[src/rtl/core/dtlga_pkg.sv]
// ----------------------------------------------------------------------------
// dtlga_pkg
// Shared types, codes and constants of the double-byte text layout block.
// ----------------------------------------------------------------------------
package dtlga_pkg;

	localparam int COORD_BITS_DEF = 16;
	localparam int POS_W          = 16;
	localparam int OFFS_W         = 24;
	localparam int IDX_W          = 15;
	localparam int GB_W           = 12;
	localparam int ADDR_W         = 5;
	localparam int DATA_W         = 32;

	localparam logic [7:0] GBK_LEAD_MIN  = 8'h81;
	localparam logic [7:0] GBK_TRAIL_MIN = 8'h40;
	localparam logic [7:0] GB_LEAD_MIN   = 8'hA1;
	localparam logic [7:0] GB_TRAIL_MIN  = 8'hA1;
	localparam int         GBK_ROW       = 191;
	localparam int         GB_ROW        = 94;

	localparam logic [7:0] CH_NUL = 8'h00;
	localparam logic [7:0] CH_LF  = 8'h0A;
	localparam logic [7:0] CH_CR  = 8'h0D;

	localparam logic [1:0] KIND_WIDE   = 2'd0;
	localparam logic [1:0] KIND_NARROW = 2'd1;
	localparam logic [1:0] KIND_SKIP   = 2'd2;
	localparam logic [1:0] KIND_EXTENT = 2'd3;

	typedef enum logic [2:0] {
		REG_ENCODING     = 3'd0,
		REG_FONT_SIZE    = 3'd1,
		REG_X_SPACING    = 3'd2,
		REG_Y_SPACING    = 3'd3,
		REG_ASCII_FIRST  = 3'd4,
		REG_WIDE_PRESENT = 3'd5,
		REG_NARR_PRESENT = 3'd6
	} reg_idx_t;

	typedef struct packed {
		logic       encoding;
		logic [6:0] font_size;
		logic [7:0] x_spacing;
		logic [7:0] y_spacing;
		logic [7:0] ascii_first_code;
		logic       wide_font_present;
		logic       narrow_font_present;
	} cfg_t;

	typedef struct packed {
		logic load_byte;
		logic setup_held;
		logic fresh;
		logic mul;
		logic emit_glyph;
		logic emit_extent;
	} dp_cmd_t;

	typedef struct packed {
		logic pending;
		logic pair;
		logic is_zero;
		logic is_plain;
		logic slot_free;
	} dp_stat_t;

endpackage

[src/rtl/core/dbcs_text_layout_glyph_addr_top.sv]
// ----------------------------------------------------------------------------
// dbcs_text_layout_glyph_addr_top
// Double-byte text layout: glyph offsets, pen positions and text extent.
// ----------------------------------------------------------------------------
// Flow: a byte taken in idle is decoded, its glyph index and size are multiplied
// out, and the result is loaded to the output once the output slot is free. No
// new byte is taken until the sequencer is back in idle; a held lead that turns
// narrow gives its glyph, then the next byte is decoded afresh for a second one.
// Reset: asynchronous; clears the text state, loads register defaults.
module dbcs_text_layout_glyph_addr_top #(
	parameter int COORD_BITS = dtlga_pkg::COORD_BITS_DEF
) (
	input  logic                          clk,
	input  logic                          arst_n,
	input  logic                          psel,
	input  logic                          penable,
	input  logic                          pwrite,
	input  logic [dtlga_pkg::ADDR_W-1:0]  paddr,
	input  logic [dtlga_pkg::DATA_W-1:0]  pwdata,
	output logic [dtlga_pkg::DATA_W-1:0]  prdata,
	output logic                          pready,
	input  logic                          text_valid,
	output logic                          text_stall,
	input  logic [7:0]                    text_byte,
	output logic                          glyph_valid,
	input  logic                          glyph_stall,
	output logic [1:0]                    kind,
	output logic [dtlga_pkg::OFFS_W-1:0]  font_offset,
	output logic [dtlga_pkg::POS_W-1:0]   pos_x,
	output logic [dtlga_pkg::POS_W-1:0]   pos_y,
	output logic [dtlga_pkg::POS_W-1:0]   text_width,
	output logic [dtlga_pkg::POS_W-1:0]   text_height,
	output logic                          last
);

	dtlga_pkg::cfg_t     cfg;
	dtlga_pkg::dp_cmd_t  cmd;
	dtlga_pkg::dp_stat_t stat;

	dtlga_cfg u_cfg (
		.clk     (clk),
		.arst_n  (arst_n),
		.psel    (psel),
		.penable (penable),
		.pwrite  (pwrite),
		.paddr   (paddr),
		.pwdata  (pwdata),
		.prdata  (prdata),
		.pready  (pready),
		.cfg     (cfg)
	);

	dtlga_ctrl u_ctrl (
		.clk        (clk),
		.arst_n     (arst_n),
		.text_valid (text_valid),
		.text_stall (text_stall),
		.stat       (stat),
		.cmd        (cmd)
	);

	dtlga_dp #(
		.COORD_BITS (COORD_BITS)
	) u_dp (
		.clk         (clk),
		.arst_n      (arst_n),
		.cfg         (cfg),
		.cmd         (cmd),
		.stat        (stat),
		.text_byte   (text_byte),
		.glyph_valid (glyph_valid),
		.glyph_stall (glyph_stall),
		.kind        (kind),
		.font_offset (font_offset),
		.pos_x       (pos_x),
		.pos_y       (pos_y),
		.text_width  (text_width),
		.text_height (text_height),
		.last        (last)
	);

endmodule

[src/rtl/core/dtlga_cfg.sv]
// ----------------------------------------------------------------------------
// dtlga_cfg
// APB register file holding the layout configuration.
// ----------------------------------------------------------------------------
module dtlga_cfg (
	input  logic                         clk,
	input  logic                         arst_n,
	input  logic                         psel,
	input  logic                         penable,
	input  logic                         pwrite,
	input  logic [dtlga_pkg::ADDR_W-1:0] paddr,
	input  logic [dtlga_pkg::DATA_W-1:0] pwdata,
	output logic [dtlga_pkg::DATA_W-1:0] prdata,
	output logic                         pready,
	output dtlga_pkg::cfg_t              cfg
);

	dtlga_pkg::cfg_t      cfg_q;
	dtlga_pkg::reg_idx_t  idx;
	logic                 wr;

	assign idx    = dtlga_pkg::reg_idx_t'(paddr[dtlga_pkg::ADDR_W-1:2]);
	assign wr     = psel & penable & pwrite;
	assign pready = 1'b1;
	assign cfg    = cfg_q;

	always_ff @(posedge clk or negedge arst_n) begin
		if (!arst_n) begin
			cfg_q.encoding            <= 1'b0;
			cfg_q.font_size           <= 7'd16;
			cfg_q.x_spacing           <= 8'd0;
			cfg_q.y_spacing           <= 8'd0;
			cfg_q.ascii_first_code    <= 8'd0;
			cfg_q.wide_font_present   <= 1'b1;
			cfg_q.narrow_font_present <= 1'b1;
		end else if (wr) begin
			case (idx)
				dtlga_pkg::REG_ENCODING:     cfg_q.encoding            <= pwdata[0];
				dtlga_pkg::REG_FONT_SIZE:    cfg_q.font_size           <= pwdata[6:0];
				dtlga_pkg::REG_X_SPACING:    cfg_q.x_spacing           <= pwdata[7:0];
				dtlga_pkg::REG_Y_SPACING:    cfg_q.y_spacing           <= pwdata[7:0];
				dtlga_pkg::REG_ASCII_FIRST:  cfg_q.ascii_first_code    <= pwdata[7:0];
				dtlga_pkg::REG_WIDE_PRESENT: cfg_q.wide_font_present   <= pwdata[0];
				dtlga_pkg::REG_NARR_PRESENT: cfg_q.narrow_font_present <= pwdata[0];
				default: ;
			endcase
		end
	end

	always_comb begin
		case (idx)
			dtlga_pkg::REG_ENCODING:     prdata = 32'(cfg_q.encoding);
			dtlga_pkg::REG_FONT_SIZE:    prdata = 32'(cfg_q.font_size);
			dtlga_pkg::REG_X_SPACING:    prdata = 32'(cfg_q.x_spacing);
			dtlga_pkg::REG_Y_SPACING:    prdata = 32'(cfg_q.y_spacing);
			dtlga_pkg::REG_ASCII_FIRST:  prdata = 32'(cfg_q.ascii_first_code);
			dtlga_pkg::REG_WIDE_PRESENT: prdata = 32'(cfg_q.wide_font_present);
			dtlga_pkg::REG_NARR_PRESENT: prdata = 32'(cfg_q.narrow_font_present);
			default:                     prdata = '0;
		endcase
	end

endmodule

[src/rtl/core/dtlga_ctrl.sv]
// ----------------------------------------------------------------------------
// dtlga_ctrl
// Sequencer: accept a byte, decode it, run the offset multiply, load output.
// ----------------------------------------------------------------------------
module dtlga_ctrl (
	input  logic                 clk,
	input  logic                 arst_n,
	input  logic                 text_valid,
	output logic                 text_stall,
	input  dtlga_pkg::dp_stat_t  stat,
	output dtlga_pkg::dp_cmd_t   cmd
);

	typedef enum logic [5:0] {
		S_IDLE   = 6'b000001,
		S_DECODE = 6'b000010,
		S_FRESH  = 6'b000100,
		S_MUL    = 6'b001000,
		S_EMIT   = 6'b010000,
		S_EXTENT = 6'b100000
	} state_t;

	state_t state_q, state_d;
	logic   fresh_after_q, fresh_after_d;

	assign text_stall = (state_q != S_IDLE);

	always_comb begin
		state_d       = state_q;
		fresh_after_d = fresh_after_q;
		cmd           = '0;
		case (state_q)
			S_IDLE: begin
				if (text_valid) begin
					cmd.load_byte = 1'b1;
					state_d       = S_DECODE;
				end
			end
			S_DECODE: begin
				if (stat.pending) begin
					cmd.setup_held = 1'b1;
					fresh_after_d  = !stat.pair;
					state_d        = S_MUL;
				end else begin
					cmd.fresh     = 1'b1;
					fresh_after_d = 1'b0;
					if (stat.is_zero)
						state_d = S_EXTENT;
					else if (stat.is_plain)
						state_d = S_MUL;
					else
						state_d = S_IDLE;
				end
			end
			S_FRESH: begin
				cmd.fresh     = 1'b1;
				fresh_after_d = 1'b0;
				if (stat.is_zero)
					state_d = S_EXTENT;
				else if (stat.is_plain)
					state_d = S_MUL;
				else
					state_d = S_IDLE;
			end
			S_MUL: begin
				cmd.mul = 1'b1;
				state_d = S_EMIT;
			end
			S_EMIT: begin
				if (stat.slot_free) begin
					cmd.emit_glyph = 1'b1;
					state_d        = fresh_after_q ? S_FRESH : S_IDLE;
				end
			end
			S_EXTENT: begin
				if (stat.slot_free) begin
					cmd.emit_extent = 1'b1;
					state_d         = S_IDLE;
				end
			end
			default: begin
				state_d = S_IDLE;
			end
		endcase
	end

	always_ff @(posedge clk or negedge arst_n) begin
		if (!arst_n) begin
			state_q       <= S_IDLE;
			fresh_after_q <= 1'b0;
		end else begin
			state_q       <= state_d;
			fresh_after_q <= fresh_after_d;
		end
	end

endmodule

[src/rtl/core/dtlga_dp.sv]
// ----------------------------------------------------------------------------
// dtlga_dp
// Datapath: text state, glyph index and size, offset multiply, pen and extent.
// ----------------------------------------------------------------------------
module dtlga_dp #(
	parameter int COORD_BITS = dtlga_pkg::COORD_BITS_DEF
) (
	input  logic                          clk,
	input  logic                          arst_n,
	input  dtlga_pkg::cfg_t               cfg,
	input  dtlga_pkg::dp_cmd_t            cmd,
	output dtlga_pkg::dp_stat_t           stat,
	input  logic [7:0]                    text_byte,
	output logic                          glyph_valid,
	input  logic                          glyph_stall,
	output logic [1:0]                    kind,
	output logic [dtlga_pkg::OFFS_W-1:0]  font_offset,
	output logic [dtlga_pkg::POS_W-1:0]   pos_x,
	output logic [dtlga_pkg::POS_W-1:0]   pos_y,
	output logic [dtlga_pkg::POS_W-1:0]   text_width,
	output logic [dtlga_pkg::POS_W-1:0]   text_height,
	output logic                          last
);

	localparam int CW  = COORD_BITS;
	localparam int IW  = dtlga_pkg::IDX_W;
	localparam int GW  = dtlga_pkg::GB_W;
	localparam int OW  = dtlga_pkg::OFFS_W;

	logic [7:0]    byte_q, held_q;
	logic          pending_q, skip_lf_q;
	logic [CW-1:0] pen_x_q, pen_y_q, widest_q;
	logic [IW-1:0] idx_q;
	logic [GW-1:0] gbytes_q;
	logic [OW-1:0] offs_q;
	logic [1:0]    gkind_q;
	logic [6:0]    w_q;
	logic          last_q;
	logic          out_valid_q;

	logic          is_skiplf, is_zero, is_lead, is_brk, is_plain;
	logic [7:0]    thr;
	logic          pair;
	logic [7:0]    lead_off_gbk, lead_off_gb, trail_off_gbk, trail_off_gb;
	logic [IW-1:0] widx;
	logic [4:0]    wcols;
	logic [5:0]    ntw;
	logic [3:0]    ncols;
	logic [GW-1:0] gb_wide, gb_narrow;
	logic [7:0]    nb;
	logic          wide_sel;
	logic          setup;
	logic [CW:0]   xsum, ysum;
	logic [CW-1:0] pen_x_adv, pen_y_brk;
	logic          slot_free;

	// byte classes as seen by a fresh byte
	assign thr       = cfg.encoding ? dtlga_pkg::GBK_LEAD_MIN : dtlga_pkg::GB_LEAD_MIN;
	assign is_skiplf = (byte_q == dtlga_pkg::CH_LF) && skip_lf_q;
	assign is_zero   = !is_skiplf && (byte_q == dtlga_pkg::CH_NUL);
	assign is_lead   = !is_skiplf && !is_zero && (byte_q >= thr);
	assign is_brk    = !is_skiplf && !is_zero && !is_lead &&
	                   ((byte_q == dtlga_pkg::CH_LF) || (byte_q == dtlga_pkg::CH_CR));
	assign is_plain  = !is_skiplf && !is_zero && !is_lead && !is_brk;

	// double-byte pairing and index
	assign lead_off_gbk  = held_q - dtlga_pkg::GBK_LEAD_MIN;
	assign lead_off_gb   = held_q - dtlga_pkg::GB_LEAD_MIN;
	assign trail_off_gbk = byte_q - dtlga_pkg::GBK_TRAIL_MIN;
	assign trail_off_gb  = byte_q - dtlga_pkg::GB_TRAIL_MIN;

	always_comb begin
		if (cfg.encoding) begin
			pair = (held_q >= dtlga_pkg::GBK_LEAD_MIN) && (byte_q >= dtlga_pkg::GBK_TRAIL_MIN);
			widx = IW'(lead_off_gbk) * IW'(dtlga_pkg::GBK_ROW) + IW'(trail_off_gbk);
		end else begin
			pair = (held_q >= dtlga_pkg::GB_LEAD_MIN) && (byte_q >= dtlga_pkg::GB_TRAIL_MIN);
			widx = IW'(lead_off_gb) * IW'(dtlga_pkg::GB_ROW) + IW'(trail_off_gb);
		end
	end

	// bytes per glyph: stored columns of eight times rows
	assign wcols     = 5'((8'(cfg.font_size) + 8'd7) >> 3);
	assign ntw       = cfg.font_size[6:1];
	assign ncols     = 4'((7'(ntw) + 7'd7) >> 3);
	assign gb_wide   = GW'(wcols) * GW'(cfg.font_size);
	assign gb_narrow = GW'(ncols) * GW'(cfg.font_size);

	assign setup    = cmd.setup_held || (cmd.fresh && is_plain);
	assign wide_sel = cmd.setup_held && pair;
	assign nb       = cmd.setup_held ? held_q : byte_q;

	// saturating pen updates
	assign xsum      = {1'b0, pen_x_q} + (CW+1)'(w_q) + (CW+1)'(cfg.x_spacing);
	assign pen_x_adv = xsum[CW] ? {CW{1'b1}} : xsum[CW-1:0];
	assign ysum      = {1'b0, pen_y_q} + (CW+1)'(cfg.font_size) + (CW+1)'(cfg.y_spacing);
	assign pen_y_brk = ysum[CW] ? {CW{1'b1}} : ysum[CW-1:0];

	assign slot_free = !out_valid_q || !glyph_stall;

	assign stat.pending   = pending_q;
	assign stat.pair      = pair;
	assign stat.is_zero   = is_zero;
	assign stat.is_plain  = is_plain;
	assign stat.slot_free = slot_free;

	always_ff @(posedge clk) begin
		if (cmd.load_byte)
			byte_q <= text_byte;
		if (setup) begin
			if (wide_sel) begin
				idx_q    <= widx;
				gbytes_q <= gb_wide;
				gkind_q  <= cfg.wide_font_present ? dtlga_pkg::KIND_WIDE
				                                  : dtlga_pkg::KIND_SKIP;
				w_q      <= cfg.font_size;
				last_q   <= 1'b1;
			end else begin
				idx_q    <= IW'(8'(nb - cfg.ascii_first_code));
				gbytes_q <= gb_narrow;
				gkind_q  <= (cfg.narrow_font_present && (nb >= cfg.ascii_first_code))
				            ? dtlga_pkg::KIND_NARROW : dtlga_pkg::KIND_SKIP;
				w_q      <= 7'(ntw);
				last_q   <= cmd.setup_held ? !(is_zero || is_plain) : 1'b1;
			end
		end
		if (cmd.mul)
			offs_q <= OW'(idx_q) * OW'(gbytes_q);
		if (cmd.emit_glyph) begin
			kind        <= gkind_q;
			font_offset <= (gkind_q == dtlga_pkg::KIND_SKIP) ? '0 : offs_q;
			pos_x       <= dtlga_pkg::POS_W'(pen_x_q);
			pos_y       <= dtlga_pkg::POS_W'(pen_y_q);
			text_width  <= '0;
			text_height <= '0;
			last        <= last_q;
		end else if (cmd.emit_extent) begin
			kind        <= dtlga_pkg::KIND_EXTENT;
			font_offset <= '0;
			pos_x       <= '0;
			pos_y       <= '0;
			text_width  <= dtlga_pkg::POS_W'(widest_q);
			text_height <= dtlga_pkg::POS_W'(pen_y_brk);
			last        <= 1'b1;
		end
	end

	always_ff @(posedge clk or negedge arst_n) begin
		if (!arst_n) begin
			held_q      <= '0;
			pending_q   <= 1'b0;
			skip_lf_q   <= 1'b0;
			pen_x_q     <= '0;
			pen_y_q     <= '0;
			widest_q    <= '0;
			out_valid_q <= 1'b0;
		end else begin
			if (cmd.setup_held) begin
				held_q    <= '0;
				pending_q <= 1'b0;
			end
			if (cmd.fresh) begin
				skip_lf_q <= is_brk && (byte_q == dtlga_pkg::CH_CR);
				if (is_lead) begin
					held_q    <= byte_q;
					pending_q <= 1'b1;
				end
				if (is_brk) begin
					pen_x_q <= '0;
					pen_y_q <= pen_y_brk;
				end
			end
			if (cmd.emit_glyph) begin
				pen_x_q <= pen_x_adv;
				if (pen_x_adv > widest_q)
					widest_q <= pen_x_adv;
			end
			if (cmd.emit_extent) begin
				pen_x_q  <= '0;
				pen_y_q  <= '0;
				widest_q <= '0;
			end
			if (cmd.emit_glyph || cmd.emit_extent)
				out_valid_q <= 1'b1;
			else if (!glyph_stall)
				out_valid_q <= 1'b0;
		end
	end

	assign glyph_valid = out_valid_q;

endmodule

[config.mk]
export PLATFORM = sky130hd
export DESIGN_NAME = dbcs_text_layout_glyph_addr_top
export DESIGN_NICKNAME = d
export VERILOG_FILES = /design/src/rtl/core/dtlga_pkg.sv /design/src/rtl/core/dbcs_text_layout_glyph_addr_top.sv /design/src/rtl/core/dtlga_cfg.sv /design/src/rtl/core/dtlga_ctrl.sv /design/src/rtl/core/dtlga_dp.sv
export SDC_FILE = /design/constraint.sdc
export NUM_CORES = 1
export LEC_CHECK = 0
export BUFFER_PORTS_ARGS = -buffer_cell sky130_fd_sc_hd__buf_2
export CELL_PAD_IN_SITES_DETAIL_PLACEMENT = 1
export CELL_PAD_IN_SITES_GLOBAL_PLACEMENT = 1
export CORE_MARGIN = 5
export CORE_UTILIZATION = 30
export CTS_CLUSTER_SIZE = 28
export DETAILED_ROUTE_END_ITERATION = 16
export PLACE_DENSITY_LB_ADDON = 0.2
export SKIP_CTS_REPAIR_TIMING = 1
export SLEW_MARGIN = 30
export SYNTH_ARGS = -nofsm -noshare
export SYNTH_HDL_FRONTEND = slang
export SYNTH_SLANG_ARGS = --single-unit
[constraint.sdc]
create_clock -name clk -period 17.3 [get_ports clk]
set_clock_uncertainty 0.1 [all_clocks]
set_input_delay 0 -clock clk [delete_from_list [all_inputs] [get_ports clk]]
set_output_delay 0 -clock clk [all_outputs]
set_load 0.05 [all_outputs]
* Yosys cells after proc, flatten, opt, wreduce, memory -nomap -nowiden
Index checks and enable logic that the tools add are counted.
Storage, ports and cells: bits in registers 260, input port bits 52, output and inout bits 126, logic and storage cells 189
Cells by class: add/subtract/negate cells 13, multipliers 5, magnitude comparators 7, equal/unequal tests 20, muxes and demuxes 61, bitwise gates (word level) 3, reductions and logical operators 47
Operators with widths (number):
- $mux W16 | 15
- $mux W24 | 3
- $pmux W8 S7 | 1
- $mux W6 | 7
- $mux W8 | 5
- $pmux W6 S6 | 1
- $add A16 B7 Y17 | 2
- $add A17 B8 Y17 | 2
- $add A15 B8 Y15 | 2
- $ge A8 B8 Y1 const B | 3
- $mul A15 B12 Y24 | 1
- $sub A8 B8 Y8 const B | 3
- $reduce_and A2 Y1 | 10
- $mux W1 | 18
- $eq A8 B4 Y1 const B | 2
- $ge A8 B8 Y1 | 2
- $gt A16 B16 Y1 | 1
- $mul A8 B8 Y15 const B | 1
- $mux W15 | 1
- $mul A8 B6 Y14 const B | 1
- $logic_and A1 B1 Y1 | 13
- $mul A5 B7 Y12 | 1
- $mul A4 B7 Y11 | 1
- $mux W11 | 1
- other kinds (32) | 59

* Depth between registers and ports, before layout
Gate-level depths: netlist of run 1.
depth after elaboration 16, depth in mapped cells 24, mapped depth without buffers 23

* Cells and area by module
A second synthesis of run 1 with hierarchy kept.
Unflattened totals: cell total of the unflattened synthesis 2403, area total of the unflattened synthesis 23631.4 um^2
By module, submodules not included:
- dtlga_dp | times used 1, cells each 2207, area each 21317.9 um^2
- dtlga_cfg | times used 1, cells each 141, area each 1816.7 um^2
- dtlga_ctrl | times used 1, cells each 55, area each 496.7 um^2

* Worst setup path after synthesis of run 1
Ideal clock, no wire load.
path type register to register, from register u_dp.held_q[0], to register u_dp.idx_q[14], data pin, library setup time 0.254 ns, arrival 5.813 ns, required time 16.946 ns, path slack 11.133 ns, stages on the path, launching flop included 22, buffers on the path 0, cell sequence dfrtp_1 > inv_1 > ha_1 > or4b_2 > nor2_1 > xor2_1 > inv_1 > fa_1 > inv_1 > fa_1 > fa_1 > inv_1 > fa_1 > inv_1 > ha_1 > or3_1 > nand4_1 > nand3_1 > o41ai_1 > xnor2_1 > a21oi_1 > o21a_1
On the way: cells in the longest elaborated chain, start to end 4
Ends and longest elaborated chain:
- start, declared | line dtlga_dp.sv:30 | logic [7:0] byte_q, held_q;
- start signal, assigned | line dtlga_dp.sv:165 | held_q <= byte_q;
- $sub A8 B8 Y8 (tied with other cells) | line dtlga_dp.sv:68 | assign lead_off_gb = held_q - dtlga_pkg::GB_LEAD_MIN;
- $mul A8 B6 Y14 (tied with other cells) | line dtlga_dp.sv:78 | widx = IW'(lead_off_gb) * IW'(dtlga_pkg::GB_ROW) + IW'(trail_off_gb);
- $add A15 B8 Y15 (tied with other cells) | line dtlga_dp.sv:78
- $mux W15 / $logic_and A1 B1 Y1 (equally long branches) | line dtlga_dp.sv:73, dtlga_dp.sv:90
- end signal, assigned | line dtlga_dp.sv:112 | idx_q <= widx;
- end signal, assigned | line dtlga_dp.sv:119 | idx_q <= IW'(8'(nb - cfg.ascii_first_code));
- end, declared | line dtlga_dp.sv:33 | logic [IW-1:0] idx_q;
Parallel ways exist; a longest one is shown, timed or not. A chain may end at the register's enable or synchronous reset.

* Final worst setup path of run 1
Same ends and word-level chain as after synthesis.

==> results of run 1 <==
-- area by class of cell --
type                       count  area (sq um)  share of cell area
antenna                        1          2.50           0.0000954
clock buffer                  50           973              0.0371
clock inverter                12           104             0.00396
inverter                     377          1420              0.0540
multi-input combinational   1714         14400               0.548
sequential                   260          6990               0.267
tap                         1040          1300              0.0496
timing repair buffer         172          1070              0.0407
-- registers in the layout (all words and copies together), names as in the netlist, 15 cells and up --
signal / count
u_dp.pos_x: 16
u_dp.pen_y_q: 16
u_dp.text_height: 16
u_dp.idx_q: 15
u_dp.offs_q: 24
u_dp.text_width: 16
u_cfg.cfg: 34
u_dp.widest_q: 16
u_dp.pen_x_q: 16
u_dp.pos_y: 16
u_dp.font_offset: 24
-- cell families after synthesis --
kind of cell             Yosys count  synth area share
adder cells (fa/ha/maj)          429             0.301
AND/OR/NAND/NOR                  750             0.155
buffers and inverters            491            0.0843
AO/OA/AOI/OAI                    345            0.0909
XOR/XNOR                         109            0.0412
multiplexers                      56            0.0257
flip-flops                       260             0.302
other                              2          0.000324
-- worst min-delay path, stage by stage --
cell    delay [ns]
buf_2         0.29
nor4_1        0.12
mux2_2        0.22
-- metal layers --
| metal | track usage | vias up | share of wire |
|---|---|---|---|
| li1 | - | 8107 | - |
| met5 | 0 | - | 0 |
| met4 | 0.0345 | 0 | 0.019 |
| met1 | 0.201 | 8532 | 0.47 |
| met2 | 0.264 | 148 | 0.49 |
| met3 | 0.0169 | 69 | 0.023 |
-- path summary, 6_finish.rpt --
check                                                       end  cells past startpoint
worst min-delay path                  u_cfg.cfg[33]$_DFFE_PN0P_                      3
worst max-delay path               u_dp.idx_q[14]$_SDFFCE_PN0P_                     21
worst max register to register     u_dp.idx_q[14]$_SDFFCE_PN0P_                     21
worst min register to register  u_dp.text_width[2]$_SDFFE_PP0P_                      2
max in group asynchronous          u_dp.widest_q[9]$_DFFE_PN0P_                      4
min in group asynchronous              u_cfg.cfg[0]$_DFFE_PN1P_                      3
-- synthesized netlist by cell type, types with 28 or more instances --
cell type,count,area (sq um)
a21oi_1,87,435
and2_1,121,757
clkbuf_1,80,300
dfrtp_1,96,2400
dfxtp_1,32,641
edfxtp_1,128,3840
fa_1,213,4260
ha_1,216,2700
inv_1,375,1410
mux2_2,28,315
mux2i_1,28,280
nand2_1,288,1080
nand2b_1,40,250
nand3_1,40,200
nor2_1,138,518
nor2b_1,31,194
nor3_1,30,150
o21ai_0,125,626
xnor2_1,77,674
xor2_1,32,280
-- per-stage QoR --
step,hold WS (ns),utilization,cells,setup WS [ns],instance area [sq um]
2_1_floorplan,-0.396,-,2465,11.13,23300
3_5_place_dp,-0.0808,0.323,3536,10.22,24800
5_1_grt,0.0342,0.341,3625,9.78,26200
4_1_cts,-0.683,0.337,3598,10.18,25900
6_report,0.0113,0.341,3626,10.24,26200
3_3_place_gp,-0.0853,0.322,3536,10.27,24800
==> flow_summary.ini, run 1 <==
[sta]
max_clock_freq_mhz = 142
finalHoldViolations = 0
finalSetupViolations = 0
finalCriticalPeriod_ns = 7.06
timing.final.max_slew_violations = 0
rsz0062_at_grt = false
fin_tns_setup_ns = 0
finalCritPeriodShare = 0.408
max_slew_margin = 0.415
worst_slew_pin_slew_ns = 0.871

[worst_setup_path]
worst_path_max_delay_cell = or4b_2
critical_path.endpoint_type = flip-flop
critPathKind = reg -> reg
path_cells = inv_1 -> ha_1 -> or4b_2 -> nor2_1 -> xor2_1 -> inv_1 -> fa_1 -> inv_1 -> fa_1 -> fa_1 -> inv_1 -> fa_1 -> inv_1 -> ha_1 -> or3_1 -> nand4_1 -> nand3_1 -> o41ai_1 -> xnor2_1 -> a21oi_1 -> o21a_1
critical_path_most_common_cell = inv_1
reg2reg_from = u_dp.held_q[0]$_DFF_PN0_
cp_top_family = adder cells
crit_fanout = 7
arrival_ns = 7.25
worstSetupStartpoint = u_dp.held_q[0]$_DFF_PN0_
startpoint_type = flip-flop
cp_data_required_time_ns = 17.49
setup_slack_on_the_worst_flop_to_flop_path_ns = 10.24
cp.buffers_inverters = 5
cpPeakStageDelay_ns = 0.70

[die]
placementRows = 102
dieHeight_um = 288
design.core.area_sq_um = 77000
fp.dieW_um = 288
io-pin-count = 178
start_util = 0.301
die-area_sq_um = 82900

[final_layout]
layout_commonest_cell = inv_1
nets = 3040
flow.area_growth_from_synthesis_pct = 13.2
mostFrequentLayoutCells = inv_1 (374), nand2_1 (287), ha_1 (216), fa_1 (213), nor2_1 (136)
layout.filler_cells = 8844
drive_above_1_share = 0.0979

[place]
place.detailed.hpwl_um = 49000
placement.io_buffers = 126
place_congestion = 0.837

[clock_tree]
cts_tree = yes
clk_pin_slew_ns = 0.06
cts_max_level = 2
cts_buffers = 34
clk_latency_ns = 0.56
tritoncts_num_sinks = 260
cts_root_buffer = clkbuf_16
clockBufferDepth = 3

[logic_synthesis]
postSynthCellCount = 2442
synth_async_sr_flop_share = 0.385
synthesis.area_per_instance_sq_um = 9.49
synth_seq_cells = 260
synth_warnings = 0
yosys_most_used_dff = edfxtp_1
synth.yosys.seq_area_share = 0.302
synth_enable_flop_cells = 128
synth.lib_cells_used.distinct = 67
synthesized_cell_area_sq_um = 23200

[global_routing]
overflow = 0
grt_usage = 0.151
via_count_of_the_first_global_routing_pass = 18600
grt_start_max_net_pins = 63
grt_pass1_wl_um = 101000
grt_antenna_before_repair = 0

[run_status]
status = complete, no violations

[route]
drt_drc_violations_left = 0
ant_nets = 0
wl_per_cell_um = 17.0
first_iter_violations = 628
first_pass_iters = 4
dr_total_vias = 16900
vias_per_cell = 4.65
detail_route.wirelength_um = 61700

[min_path]
hp-class = in -> reg
timing.hold.worst.start = paddr[4]

[job]
maxCapViolCount = 0
Power of run 1 is not shown: default switching activity piles up to over one toggle a cycle in this logic, so the estimate is an artifact.
==> inputs of run 2 (changes only) <==
Clock period 17.3 ns to 7.2 ns, I/O delays scaled along.
==> run 2 against run 1 <==
Effect of this change: global-route usage about the same; count of clock-buffer cells in the layout up 2; hold slack better by 0.038 ns; critical path type unchanged; cell count up 0.22%; via count up 0.78%; highest routed layer unchanged; sequential cell count unchanged.
==> flow_summary.ini, run 2 (synthesis results as in run 1) <==
[worst_setup_path]
startpoint_type = flip-flop
cp_data_required_time_ns = 7.40
critPathKind = reg -> reg
setup_slack_on_the_worst_flop_to_flop_path_ns = 0.68
crit_fanout = 7
arrival_ns = 6.72
critical_path.endpoint_type = flip-flop

[clock_tree]
clockBufferDepth = 3
clk_latency_ns = 0.56
clk_pin_slew_ns = 0.06
cts_root_buffer = clkbuf_16
cts_max_level = 2
cts_buffers = 35
tritoncts_num_sinks = 260
cts_tree = yes

[final_layout]
drive_above_1_share = 0.100
layout_commonest_cell = inv_1
nets = 3047
mostFrequentLayoutCells = inv_1 (374), nand2_1 (287), ha_1 (216), fa_1 (213), nor2_1 (136)
largest_register_ff_count = 34
flow.area_growth_from_synthesis_pct = 13.6
final_cells = 3634
final_cell_area_sq_um = 26300

[sta]
max_slew_margin = 0.452
worst_slew_pin_slew_ns = 0.816
timing.final.max_slew_violations = 0
fin_tns_setup_ns = 0
finalHoldViolations = 0
rsz0062_at_grt = false
finalCritPeriodShare = 0.905
finalCriticalPeriod_ns = 6.52
max_clock_freq_mhz = 153
worst_hold_slack_ns = 0.0489
finalSetupViolations = 0

[run_status]
status = complete, no violations

[global_routing]
via_count_of_the_first_global_routing_pass = 18600
grt_pass1_wl_um = 101000
grt_start_max_net_pins = 68
grt_antenna_before_repair = 1
grt_usage = 0.151
overflow = 0

[place]
placement.io_buffers = 126
place.detailed.hpwl_um = 48800
place.detailed.instances = 3542
place_area_sq_um = 24900
place_congestion = 0.833

[route]
detail_route.wirelength_um = 62200
drt_drc_violations_left = 0
first_iter_violations = 718
wl_per_cell_um = 17.1
dr_total_vias = 17000
ant_nets = 0
first_pass_iters = 4
vias_per_cell = 4.67

[die]
fp.dieW_um = 288
dieHeight_um = 288
design.core.area_sq_um = 77000
io-pin-count = 178
die-area_sq_um = 82900
placementRows = 102
start_util = 0.301

[job]
maxCapViolCount = 0

[min_path]
hp-class = in -> reg
-- run 2: final cells by class --
class,instances,area (sq um)
multi-input combinational,1714,14400
antenna,1,2.50
inverter,377,1420
sequential,260,6990
clock buffer,52,1000
tap,1040,1300
clock inverter,12,150
fill,8843,50600
timing repair buffer,178,1100
-- run 2: final timing paths --
check	from	endpoint	cells after the start
worst max-delay path	u_dp.held_q[0]$_DFF_PN0_	u_dp.idx_q[14]$_SDFFCE_PN0P_	22
worst min-delay path	paddr[4]	u_cfg.cfg[1]$_DFFE_PN1P_	4
worst max register to register	u_dp.held_q[0]$_DFF_PN0_	u_dp.idx_q[14]$_SDFFCE_PN0P_	22
worst min register to register	u_dp.text_height[2]$_SDFFE_PP0P_	u_dp.text_height[2]$_SDFFE_PP0P_	1
max in group asynchronous	arst_n	u_dp.widest_q[12]$_DFFE_PN0P_	4
min in group asynchronous	arst_n	u_ctrl.state_q[0]$_DFFE_PN1P_	3
-- run 2: per-stage QoR --
stage / util / setup WS (ns)
CTS: 0.338 / 0.660
detailed placement: 0.323 / 0.675
finish: 0.342 / 0.683
global placement: 0.323 / 0.688
global route: 0.342 / 0.248
floorplan: - / 1.03
-- run 2: worst max-delay path, cell delays in order, from the launching register on --
cell	delay [ns]
dfrtp_1	0.45
inv_1	0.28
ha_1	0.32
or4b_2	0.68
nor2_1	0.14
xor2_1	0.15
buf_4	0.20
inv_1	0.07
fa_1	0.53
inv_1	0.05
fa_1	0.46
fa_1	0.49
inv_1	0.05
fa_1	0.52
inv_1	0.04
ha_1	0.36
or3_1	0.37
nand4_1	0.12
nand3_1	0.11
o41ai_1	0.38
xnor2_1	0.18
a21oi_1	0.08
o21a_1	0.12
-- run 2: metal layers --
| metal | track usage | share of wire | vias up |
|---|---|---|---|
| met3 | 0.0203 | 0.028 | 51 |
| li1 | - | - | 8142 |
| met4 | 0.0303 | 0.015 | 0 |
| met5 | 0 | 0 | - |
| met1 | 0.201 | 0.47 | 8621 |
| met2 | 0.263 | 0.49 | 174 |
Power of run 2 is left out for the same reason.
